## src/hw/rtl/bar_pkg.sv

```systemverilog
`timescale 1ns / 1ps
// ----------------------------------------------------------------------------
// bar_pkg: shared types and constants for the block average requantizer
// Payload structs for both channels, register indexes and sequencer states.
// ----------------------------------------------------------------------------
package bar_pkg;

   // sample and register field widths
   localparam int SAMPLE_BITS   = 16;
   localparam int MAX_BLOCK_DEF = 16;
   localparam int STEP_W        = 16;
   localparam int RATE_W        = 3;
   localparam int CSR_DATA_W    = 16;
   localparam int CSR_IDX_W     = 1;

   // register indexes
   localparam logic [CSR_IDX_W-1:0] CSR_QUANT_STEP = 1'd0;
   localparam logic [CSR_IDX_W-1:0] CSR_RATE_LOG2  = 1'd1;

   // register reset values
   localparam logic [STEP_W-1:0] QUANT_STEP_RST = 16'd1;
   localparam logic [RATE_W-1:0] RATE_LOG2_RST  = 3'd0;

   typedef struct packed {
      logic signed [SAMPLE_BITS-1:0] left_sample;
      logic signed [SAMPLE_BITS-1:0] right_sample;
      logic                          end_of_stream;
   } req_payload_type;

   typedef struct packed {
      logic signed [SAMPLE_BITS-1:0] left_out;
      logic signed [SAMPLE_BITS-1:0] right_out;
      logic                          last_of_run;
   } rsp_payload_type;

   typedef enum logic [2:0] {
      ST_IDLE,
      ST_SCALE,
      ST_LEFT_GO,
      ST_LEFT_WAIT,
      ST_RIGHT_GO,
      ST_RIGHT_WAIT,
      ST_EMIT
   } state_type;

endpackage

```

## src/hw/rtl/bar_divider.sv

```systemverilog
`timescale 1ns / 1ps
// ----------------------------------------------------------------------------
// bar_divider: iterative restoring divider, unsigned
// One quotient bit per cycle; done pulses high for a single cycle as the last bit is registered.
// ----------------------------------------------------------------------------
module bar_divider #(
   parameter int NUM_W = 20,
   parameter int DEN_W = 21
) (
   input  logic             clock,
   input  logic             reset,
   input  logic             start,
   input  logic [NUM_W-1:0] dividend,
   input  logic [DEN_W-1:0] divisor,
   output logic             done,
   output logic [NUM_W-1:0] quotient
);

   localparam int CNT_W = $clog2(NUM_W + 1);

   logic             busy_ff, busy_in;
   logic             done_ff, done_in;
   logic [CNT_W-1:0] cnt_ff, cnt_in;
   logic [DEN_W-1:0] rem_ff, rem_in;
   logic [NUM_W-1:0] quo_ff, quo_in;
   logic [DEN_W-1:0] den_ff, den_in;
   logic [DEN_W:0]   trial;
   logic [DEN_W:0]   diff;
   logic             fits;

   // one restoring step: shift in next dividend bit, subtract if it fits
   always_comb begin
      trial = {rem_ff, quo_ff[NUM_W-1]};
      diff  = trial - {1'b0, den_ff};
      fits  = (trial >= {1'b0, den_ff});

      busy_in = busy_ff;
      cnt_in  = cnt_ff;
      rem_in  = rem_ff;
      quo_in  = quo_ff;
      den_in  = den_ff;
      done_in = busy_ff && (cnt_ff == CNT_W'(1));

      if (start) begin
         busy_in = 1'b1;
         cnt_in  = CNT_W'(NUM_W);
         rem_in  = '0;
         quo_in  = dividend;
         den_in  = divisor;
      end else if (busy_ff) begin
         rem_in  = fits ? diff[DEN_W-1:0] : trial[DEN_W-1:0];
         quo_in  = {quo_ff[NUM_W-2:0], fits};
         cnt_in  = cnt_ff - CNT_W'(1);
         busy_in = (cnt_ff != CNT_W'(1));
      end
   end

   // control
   always_ff @(posedge clock) begin
      if (reset) begin
         busy_ff <= 1'b0;
         done_ff <= 1'b0;
         cnt_ff  <= '0;
      end else begin
         busy_ff <= busy_in;
         done_ff <= done_in;
         cnt_ff  <= cnt_in;
      end
   end

   // datapath
   always_ff @(posedge clock) begin
      rem_ff <= rem_in;
      quo_ff <= quo_in;
      den_ff <= den_in;
   end

   assign done     = done_ff;
   assign quotient = quo_ff;

endmodule

```

## src/hw/rtl/block_average_requantizer_core.sv

```systemverilog
`timescale 1ns / 1ps
// ----------------------------------------------------------------------------
// block_average_requantizer_core: stereo block averager and requantizer
// Sums sample pairs over a block, divides each channel sum by count * step,
// rescales by step and repeats the result pair once per input pair.
//
//   channel  ports                      direction  role
//   req      req_valid/stall/payload    in         sample pairs
//   rsp      rsp_valid/stall/payload    out        requantized pairs
//   csr      csr_write_en/index/data    in         quant_step, rate_log2
//
// An open block accepts each valid pair without a stall. Closing a block forms
// count * step, then runs two passes of the shared restoring divider (one
// quotient bit per cycle, left then right), then emits one result per pair.
// req_stall is high after the closing pair until the last copy transfers. A
// stalled result holds; sync reset clears sums and counters.
// ----------------------------------------------------------------------------
module block_average_requantizer_core #(
   parameter int MAX_BLOCK = bar_pkg::MAX_BLOCK_DEF
) (
   input  logic                                  clock,
   input  logic                                  reset,
   input  logic                                  req_valid,
   output logic                                  req_stall,
   input  bar_pkg::req_payload_type              req_payload,
   output logic                                  rsp_valid,
   input  logic                                  rsp_stall,
   output bar_pkg::rsp_payload_type              rsp_payload,
   input  logic                                  csr_write_en,
   input  logic [bar_pkg::CSR_IDX_W-1:0]         csr_index,
   input  logic [bar_pkg::CSR_DATA_W-1:0]        csr_write_data
);

   import bar_pkg::*;

   localparam int CNT_W = $clog2(MAX_BLOCK + 1);
   localparam int SUM_W = SAMPLE_BITS + $clog2(MAX_BLOCK) + 1;
   localparam int MAG_W = SUM_W - 1;
   localparam int DIV_W = CNT_W + STEP_W;
   localparam int LEN_W = (1 << RATE_W) + 1;

   state_type               state_ff, state_in;
   logic [STEP_W-1:0]       step_ff, step_in;
   logic [RATE_W-1:0]       rate_ff, rate_in;
   logic signed [SUM_W-1:0] lsum_ff, lsum_in;
   logic signed [SUM_W-1:0] rsum_ff, rsum_in;
   logic [CNT_W-1:0]        pairs_ff, pairs_in;
   logic [CNT_W-1:0]        emit_ff, emit_in;
   logic [DIV_W-1:0]        den_ff, den_in;
   logic [SAMPLE_BITS-1:0]  lres_ff, lres_in;
   logic [SAMPLE_BITS-1:0]  rres_ff, rres_in;

   logic [STEP_W-1:0]       step_eff;
   logic [LEN_W-1:0]        raw_len;
   logic [CNT_W-1:0]        blk_len;
   logic signed [SUM_W-1:0] lsum_add;
   logic signed [SUM_W-1:0] rsum_add;
   logic [CNT_W-1:0]        pairs_add;
   logic [SUM_W-1:0]        lneg;
   logic [SUM_W-1:0]        rneg;
   logic [MAG_W-1:0]        lmag;
   logic [MAG_W-1:0]        rmag;
   logic                    div_start;
   logic [MAG_W-1:0]        div_num;
   logic                    div_done;
   logic [MAG_W-1:0]        div_quo;
   logic [MAG_W+STEP_W-1:0] prod;
   logic [SAMPLE_BITS-1:0]  prod_lo;
   logic                    last_copy;

   // shared divider
   bar_divider #(
      .NUM_W (MAG_W),
      .DEN_W (DIV_W)
   ) u_divider (
      .clock    (clock),
      .reset    (reset),
      .start    (div_start),
      .dividend (div_num),
      .divisor  (den_ff),
      .done     (div_done),
      .quotient (div_quo)
   );

   // configuration registers
   always_comb begin
      step_in = step_ff;
      rate_in = rate_ff;
      if (csr_write_en) begin
         unique case (csr_index)
            CSR_QUANT_STEP: step_in = csr_write_data[STEP_W-1:0];
            CSR_RATE_LOG2:  rate_in = csr_write_data[RATE_W-1:0];
            default: ;
         endcase
      end
   end

   // block length and effective step
   always_comb begin
      step_eff = (step_ff == '0) ? STEP_W'(1) : step_ff;
      raw_len  = LEN_W'(1) << rate_ff;
      blk_len  = (raw_len > LEN_W'(MAX_BLOCK)) ? CNT_W'(MAX_BLOCK) : CNT_W'(raw_len);
   end

   // accumulate, magnitudes and rescale product
   always_comb begin
      lsum_add  = lsum_ff + {{(SUM_W - SAMPLE_BITS){req_payload.left_sample[SAMPLE_BITS-1]}},
                             req_payload.left_sample};
      rsum_add  = rsum_ff + {{(SUM_W - SAMPLE_BITS){req_payload.right_sample[SAMPLE_BITS-1]}},
                             req_payload.right_sample};
      pairs_add = pairs_ff + CNT_W'(1);
      lneg      = -lsum_ff;
      rneg      = -rsum_ff;
      lmag      = lsum_ff[SUM_W-1] ? lneg[MAG_W-1:0] : lsum_ff[MAG_W-1:0];
      rmag      = rsum_ff[SUM_W-1] ? rneg[MAG_W-1:0] : rsum_ff[MAG_W-1:0];
      prod      = {{STEP_W{1'b0}}, div_quo} * {{MAG_W{1'b0}}, step_eff};
      prod_lo   = prod[SAMPLE_BITS-1:0];
   end

   assign last_copy = (emit_ff + CNT_W'(1)) == pairs_ff;

   // sequencer; stall is low only in idle, valid high only in emit
   always_comb begin
      state_in  = state_ff;
      lsum_in   = lsum_ff;
      rsum_in   = rsum_ff;
      pairs_in  = pairs_ff;
      emit_in   = emit_ff;
      den_in    = den_ff;
      lres_in   = lres_ff;
      rres_in   = rres_ff;
      div_start = 1'b0;
      div_num   = lmag;
      req_stall = 1'b1;
      rsp_valid = 1'b0;

      unique case (state_ff)
         ST_IDLE: begin
            req_stall = 1'b0;
            if (req_valid) begin
               lsum_in  = lsum_add;
               rsum_in  = rsum_add;
               pairs_in = pairs_add;
               if (pairs_add >= blk_len || req_payload.end_of_stream) begin
                  state_in = ST_SCALE;
               end
            end
         end
         ST_SCALE: begin
            den_in   = DIV_W'(pairs_ff) * DIV_W'(step_eff);
            state_in = ST_LEFT_GO;
         end
         ST_LEFT_GO: begin
            div_start = 1'b1;
            div_num   = lmag;
            state_in  = ST_LEFT_WAIT;
         end
         ST_LEFT_WAIT: begin
            if (div_done) begin
               lres_in  = lsum_ff[SUM_W-1] ? -prod_lo : prod_lo;
               state_in = ST_RIGHT_GO;
            end
         end
         ST_RIGHT_GO: begin
            div_start = 1'b1;
            div_num   = rmag;
            state_in  = ST_RIGHT_WAIT;
         end
         ST_RIGHT_WAIT: begin
            if (div_done) begin
               rres_in  = rsum_ff[SUM_W-1] ? -prod_lo : prod_lo;
               emit_in  = '0;
               state_in = ST_EMIT;
            end
         end
         ST_EMIT: begin
            rsp_valid = 1'b1;
            if (!rsp_stall) begin
               if (last_copy) begin
                  lsum_in  = '0;
                  rsum_in  = '0;
                  pairs_in = '0;
                  state_in = ST_IDLE;
               end else begin
                  emit_in = emit_ff + CNT_W'(1);
               end
            end
         end
         default: state_in = ST_IDLE;
      endcase
   end

   // control state
   always_ff @(posedge clock) begin
      if (reset) begin
         state_ff <= ST_IDLE;
         step_ff  <= QUANT_STEP_RST;
         rate_ff  <= RATE_LOG2_RST;
         lsum_ff  <= '0;
         rsum_ff  <= '0;
         pairs_ff <= '0;
         emit_ff  <= '0;
      end else begin
         state_ff <= state_in;
         step_ff  <= step_in;
         rate_ff  <= rate_in;
         lsum_ff  <= lsum_in;
         rsum_ff  <= rsum_in;
         pairs_ff <= pairs_in;
         emit_ff  <= emit_in;
      end
   end

   // datapath
   always_ff @(posedge clock) begin
      den_ff  <= den_in;
      lres_ff <= lres_in;
      rres_ff <= rres_in;
   end

   // result payload
   always_comb begin
      rsp_payload.left_out    = lres_ff;
      rsp_payload.right_out   = rres_ff;
      rsp_payload.last_of_run = last_copy;
   end

endmodule
```

## config.mk

```make
export PLATFORM = sky130hd
export DESIGN_NAME = block_average_requantizer_core
export DESIGN_NICKNAME = d
export VERILOG_FILES = /design/src/hw/rtl/bar_pkg.sv /design/src/hw/rtl/bar_divider.sv /design/src/hw/rtl/block_average_requantizer_core.sv
export SDC_FILE = /design/constraint.sdc
export NUM_CORES = 1
export LEC_CHECK = 0
export ABC_AREA = 1
export BUFFER_PORTS_ARGS = -buffer_cell sky130_fd_sc_hd__buf_2
export CORE_UTILIZATION = 45
export DETAILED_ROUTE_END_ITERATION = 12
export GPL_ROUTABILITY_DRIVEN = 1
export GPL_TIMING_DRIVEN = 0
export SLEW_MARGIN = 10
export SYNTH_ARGS = -nofsm -noshare
export SYNTH_HDL_FRONTEND = slang
export SYNTH_HIERARCHICAL = 1
export SYNTH_SLANG_ARGS = --single-unit
```

## constraint.sdc

```tcl
create_clock -name clock -period 7.05 [get_ports clock]
set_clock_uncertainty 0.05 [all_clocks]
set_input_delay 0.705 -clock clock [delete_from_list [all_inputs] [get_ports clock]]
set_output_delay 0.705 -clock clock [all_outputs]
set_load 0.005 [all_outputs]
```

==> reports/metrics.yaml, run 1 <==
setup_path:
  start_kind: "register"
  end_kind: "register"
  worst-setup-path-type: "register to register"
  arrival_ns: 6.84
  cp.required_ns: 7.26
  cp_slowest_cell: "fa_1"
  cpMostUsedCell: "nand2_1"
  path_max_fanout: 10
  cpPeakStageDelay_ns: 0.55
routing:
  drtAntennaViolNets: 0
  drt_first_iter_violations: 1255
  avgViaCountPerCell: 5.09
  dr.pass1.iters: 7
  drt-wirelength-per-cell_um: 16.3
  vias: 17800
  drc: 0
  drt_wl_total_mm: 57.1
synthesis:
  synth-xor-area-share_pct: 3.26
  synth_adder_area_share_pct: 22.2
  synth_flop_cell: "dfxtp_1"
  netlist_area_mm2: 0.0198
  synth_warnings: 6
  synth_seq_cells: 196
  synth_top_cell_by_area: "nand2_1"
  avgSynthCellArea_um2: 7.09
  synthMuxAreaShare_pct: 0
  syn-num-nets: 3126
  synth-compound-area-share_pct: 10.2
  syn_inst: 2795
  yosysSeqAreaShare_pct: 24.6
  synth_edf_count: 94
  synth-simple-area-share_pct: 27.7
  synth_top_family_by_area: "simple AND/OR/NAND/NOR gates"
  synth_area_leaders: "nand2_1 (15%), edfxtp_1 (14%), fa_1 (13%)"
  async_flop_share_pct: 0
  yosysTopAreaCellShare_pct: 14.7
  synth_cell_type_count: 56
final_layout:
  drive_above_1_share_pct: 9.51
  nNetsFinal: 3231
  fin_cells: 3499
  area_delta_synth_final_pct: 9.29
  final_util_pct: 50.1
  final.fill_count: 4333
clock_network:
  clk_latency_ns: 0.51
  clkTransAtPathRegs_ns: 0.08
  numCtsBuffers: 17
  clock_sinks: 196
  h-tree-depth: 4
  clk_path_buf_depth: 2
  cts_tree: "yes"
  cts-root-buf: "clkbuf_16"
  post-cts-setup-buffers: 0
die:
  die_x_um: 212
  rows: 76
  die_y_um: 212
  core_mm2: 0.0433
  die_area_mm2: 0.0449
  start_util_pct: 45.8
  io_pins: 90
power_and_ir_drop:
  switching_share_pct: 55.6
  internal_power_mw: 4.83
  seq_power_share_pct: 19.9
  peakVddDrop_mv: 0.452
  switchingPower_mw: 6.04
  p_clk_share_pct: 9.7
  p_comb_share_pct: 70.4
  p_total_mw: 10.9
  power.density_mw_per_mm2: 502
  leakage_nw: 11.6
job:
  cap_violations: 0
grt:
  grt-ovfl-total: 0
  antenna_found_initial: 2
  grtUsageTotal_pct: 26.7
  grt_max_degree: 29
  grt_pass1_vias: 17300
  grt_pass1_wl_mm: 91.9
timing:
  slew_headroom_pct: 21.9
  fin_crit_ns: 6.63
  post-route-period-util_pct: 94.0
  fin_ws_ns: 0.422
  rsz0062_at_grt: "false"
  finalHoldViolCount: 0
  slew_viol_final: 0
  finalSetupViolations: 0
  max_freq_mhz: 151
  tightest_slew_ns: 1.17
placed_design:
  numPortBuffers: 89
  gp_congestion: 0.942
  dp_hpwl_mm: 45.8
  dpl.cell_count: 3472
  dpl_worst_slack_ns: -0.0108
worst_hold_path:
  min_path_type: "input port to register"
outcome:
  status: "complete, no violations"
==> critical path: cells and delay by family, from the launching register on <==
kind	cells	cell delay, ns
and+or+nand+nor	15	1.57
buffers and inverters	6	0.82
AOI/OAI and AO/OA	1	0.07
DFF	1	0.38
adders and majority gates	7	3.50
==> power groups by stage <==
stage | clock, mW | combinational, mW | sequential, mW
after detailed placement | 0 | 7.55 | 2.15
after global routing | 1.12 | 8.77 | 2.20
final | 1.05 | 7.65 | 2.16
after global placement | 0 | 7.50 | 2.15
after floorplan | 0 | 5.68 | 1.99
after CTS | 1.08 | 7.66 | 2.13
==> cell type report <==
type | count | area (µm²) | area share (%)
antenna | 1 | 2.50 | 0.0116
buffer | 84 | 450 | 2.08
clock buffer | 19 | 454 | 2.10
clock inverter | 13 | 156 | 0.722
inverter | 518 | 1950 | 8.99
multi-input combinational | 1991 | 12600 | 58.0
sequential | 196 | 4860 | 22.5
tap | 585 | 732 | 3.38
timing repair buffer | 92 | 490 | 2.26
==> routing by layer <==
metal	share of wire, %	wire, µm	global-route usage [%]
met1	45	26000	35.6
met2	47	26800	44.1
met4	2.2	1240	8.07
met5	0.019	11	0
met3	5.4	3100	4.51
==> state kept, by name (all words and copies together), names as in the netlist, 5 cells and up <==
name,count
den_ff,21
lsum_ff,21
rsum_ff,21
u_divider/den_ff,21
u_divider/rem_ff,21
u_divider/quotient,20
lres_ff,16
rres_ff,16
step_ff,16
emit_ff,5
pairs_ff,5
u_divider/cnt_ff,5
==> timing repair <==
item | in CTS | in global routing
gates resized for setup | 1 | 19
hold buffers | 0 | 0
setup endpoints to repair | 2 | 2
==> path summary, 6_finish.rpt <==
kind | from | endpoint | slack, ns | cells after the start
min | reset | u_divider/cnt_ff[4]$_SDFFE_PP0P_ | 0.35 | 2
max reg2reg | step_ff[2]$_SDFFE_PP0P_ | lres_ff[15]$_DFFE_PP_ | 0.42 | 29
min reg2reg | den_ff[9]$_DFFE_PP_ | u_divider/den_ff[9]$_DFFE_PP_ | 0.37 | 0
max | step_ff[2]$_SDFFE_PP0P_ | lres_ff[15]$_DFFE_PP_ | 0.42 | 29
==> synth_stat cells, drive strengths merged (2+ instances only) <==
| cell | number |
|---|---|
| xor2 | 50 |
| ha | 151 |
| a211oi | 7 |
| nor2 | 241 |
| fa | 125 |
| a31oi | 10 |
| clkinv | 3 |
| clkbuf | 49 |
| o21ai | 134 |
| nand4 | 18 |
| o21a | 5 |
| o211a | 3 |
| o31ai | 2 |
| nor4 | 8 |
| o21bai | 10 |
| a21oi | 160 |
| buf | 41 |
| or2 | 17 |
| and2 | 3 |
| o22ai | 10 |
| xnor2 | 19 |
| dfxtp | 102 |
| edfxtp | 94 |
| a21o | 10 |
| a21boi | 3 |
| nand3b | 12 |
| o211ai | 6 |
| nand2 | 801 |
| inv | 515 |
| nor3 | 30 |
| nand3 | 152 |
==> layout by cell type (no fill, tap or decap), types with 12 or more instances in the layout <==
master and count:
nand4_1 18, nor2_2 25, nand3_1 138, nand3b_1 12, nand2_1 777, nor2_1 213, edfxtp_1 94, o21ai_0 117
a21oi_1 146, a21oi_2 14, fa_1 125, clkbuf_1 36, dfxtp_1 102, xor2_1 47, inv_1 507, nor3_1 24
clkbuf_16 18, or2_2 12, o21ai_1 17, nand2_2 19, nand3_2 14, xnor2_1 18, ha_1 151, buf_2 105
==> cells by family after synthesis <==
family,Yosys count
xor gates and xnor gates,69
adders and majority gates,276
DFF,196
AOI/OAI and AO/OA,363
buffers and inverters,608
and+or+nand+nor,1283
==> through the flow <==
| step | hold WS (ns) | area, µm² | TNS, ns |
|---|---|---|---|
| global placement | 0.354 | 21000 | 0 |
| detailed placement | 0.355 | 21000 | -0.0192 |
| CTS | 0.318 | 21700 | 0 |
| global route | 0.337 | 21700 | 0 |
| finish | 0.349 | 21700 | 0 |
| floorplan | 0.350 | 19800 | 0 |
(Power assumes the default switching activity.)
==> inputs of run 2 (changes only) <==
- PLACE_DENSITY: unset -> 0.59
- clock period: 7.05 -> 7.45 ns (I/O delays scaled with it)
==> reports/metrics.yaml, run 2 (synthesis results as in run 1) <==
power_and_ir_drop:
  leakage_nw: 11.5  # -0.21%
  peakVddDrop_mv: 0.479  # +6.0%
  p_total_mw: 10.3  # -5.5%
  p_comb_share_pct: 70.5  # about the same
  seq_power_share_pct: 19.7  # -0.2 points
  internal_power_mw: 4.61  # -4.4%
  p_clk_share_pct: 9.9  # +0.2 points
  switchingPower_mw: 5.65  # -6.3%
  power.density_mw_per_mm2: 474  # -5.5%
  switching_share_pct: 55.1  # -0.49 points
die:
  die_x_um: 212  # unchanged
  start_util_pct: 45.8  # unchanged
  rows: 76  # unchanged
  core_mm2: 0.0433  # unchanged
  die_area_mm2: 0.0449  # unchanged
  die_y_um: 212  # unchanged
  io_pins: 90  # unchanged
final_layout:
  drive_above_1_share_pct: 9.11  # -0.40 points
  final_cell_mix: "nand2_1 (777), inv_1 (507), nor2_1 (214)"
  multiInputGateArea_mm2: 0.0126  # about the same
  nNetsFinal: 3237  # +0.19%
  regArea_mm2: 0.00486  # unchanged
  final.fill_count: 4390  # +1.3%
  fin_area_mm2: 0.0217  # about the same
  fin_cells: 3504  # +0.14%
  final_util_pct: 50.1  # about the same
  final_common_cell: "nand2_1"
  antenna_cells: 0  # -1
  area_delta_synth_final_pct: 9.31  # about the same
routing:
  dr.pass1.iters: 6  # -1
  drc: 0  # unchanged
  drt_first_iter_violations: 1149  # -8.4%
  drt_wl_total_mm: 56.9  # -0.34%
  avgViaCountPerCell: 5.10  # +0.24%
  vias: 17900  # +0.39%
  drtAntennaViolNets: 0  # unchanged
  drt-wirelength-per-cell_um: 16.2  # -0.48%
placed_design:
  gp_congestion: 0.934  # -0.87%
  numPortBuffers: 89  # unchanged
  dpl.cell_count: 3472  # unchanged
  dp_hpwl_mm: 46.0  # +0.30%
  dpl_worst_slack_ns: 0.486  # +0.496 ns
  placed_area_mm2: 0.0210  # about the same
clock_network:
  clkTransAtPathRegs_ns: 0.09  # about the same
  clk_latency_ns: 0.49  # -0.02 ns
  h-tree-depth: 4  # unchanged
  post-cts-setup-buffers: 0  # unchanged
  clk_path_buf_depth: 2  # unchanged
  hold_buffers: 0  # unchanged
  cts_tree: "yes"
  numCtsBuffers: 17  # unchanged
  cts_resized: 0  # -1
  cts-root-buf: "clkbuf_16"
  clock_sinks: 196  # unchanged
timing:
  tightest_slew_ns: 1.15  # -0.0163 ns
  holdWs_ns: 0.373  # +0.0235 ns
  post-route-period-util_pct: 94.0  # about the same
  finalHoldViolCount: 0  # unchanged
  fin_crit_ns: 7.01  # +0.378 ns
  finalSetupViolations: 0  # unchanged
  max_freq_mhz: 143  # -5.4%
  slew_headroom_pct: 23.0  # +1.1 points
  fin_tns_setup_ns: 0  # unchanged
  slew_viol_final: 0  # unchanged
  fin_ws_ns: 0.445  # +0.0223 ns
  rsz0062_at_grt: "false"
worst_hold_path:
  min_path_type: "register to register"
setup_path:
  arrival_ns: 7.21  # +0.37 ns
  start_kind: "register"
  cp_slowest_cell: "fa_1"
  cp.required_ns: 7.66  # +0.40 ns
  end_kind: "register"
  path_max_fanout: 10  # unchanged
  cpMostUsedCell: "nand2_1"
  cpPeakStageDelay_ns: 0.56  # about the same
  worst-setup-path-type: "register to register"
grt:
  grt_max_degree: 29  # unchanged
  grt_pass1_vias: 17500  # +1.1%
  grt-ovfl-total: 0  # unchanged
  antenna_found_initial: 1  # -1
  grt_pass1_wl_mm: 92.3  # +0.50%
  grtUsageTotal_pct: 26.8  # +0.087 points
outcome:
  status: "complete, no violations"
job:
  cap_violations: 0  # unchanged
## run 2: cell types whose count changed in the layout (fill, tap and decap cells not counted), sizes merged
cell | previous run | this run
clkbuf | 63 | 67
clkinv | 9 | 6
bufinv | 0 | 2
buf | 132 | 133
clkinvlp | 0 | 1
diode | 1 | 0
inv | 522 | 523
## run 2: area by class of cell
class                      count  share of cell area, %
sequential                   196                   22.5
tap                          585                   3.38
timing repair buffer          92                   2.25
buffer                        90                   2.12
clock inverter                14                  0.872
multi-input combinational   1991                   58.0
clock buffer                  18                   1.98
inverter                     518                   8.99
## run 2: worst paths after layout
kind,start,end,slack [ns],cells after the start
setup / recovery,step_ff[2]$_SDFFE_PP0P_,lres_ff[15]$_DFFE_PP_,0.44,31
hold / removal,den_ff[3]$_DFFE_PP_,u_divider/den_ff[3]$_DFFE_PP_,0.37,0
setup reg to reg,step_ff[2]$_SDFFE_PP0P_,lres_ff[15]$_DFFE_PP_,0.44,31
hold reg to reg,den_ff[3]$_DFFE_PP_,u_divider/den_ff[3]$_DFFE_PP_,0.37,0
## run 2: power groups by stage
| stage | combinational [mW] | clock [mW] | sequential, mW |
|---|---|---|---|
| after floorplan | 5.37 | 0 | 1.88 |
| after global placement | 7.10 | 0 | 2.03 |
| after detailed placement | 7.16 | 0 | 2.04 |
| after CTS | 7.26 | 1.04 | 2.01 |
| after global routing | 8.29 | 1.07 | 2.05 |
| final | 7.23 | 1.01 | 2.02 |
## run 2: worst max-delay path, delay by kind of cell, from the launching register on
kind | cells | cell delay, ns
adder cells (fa/ha/maj) | 7 | 3.49
flip-flops | 1 | 0.35
AND/OR/NAND/NOR | 15 | 1.52
buffers and inverters | 8 | 1.30
AO/OA/AOI/OAI | 1 | 0.06
## run 2: metal layers
| layer | vias to the layer above | global-route usage [%] | wire (µm) |
|---|---|---|---|
| met5 | - | 0 | 0 |
| met4 | 0 | 10.0 | 1930 |
| met3 | 94 | 3.66 | 2710 |
| met2 | 419 | 44.0 | 26300 |
| met1 | 8385 | 35.8 | 26000 |
| li1 | 8970 | - | - |
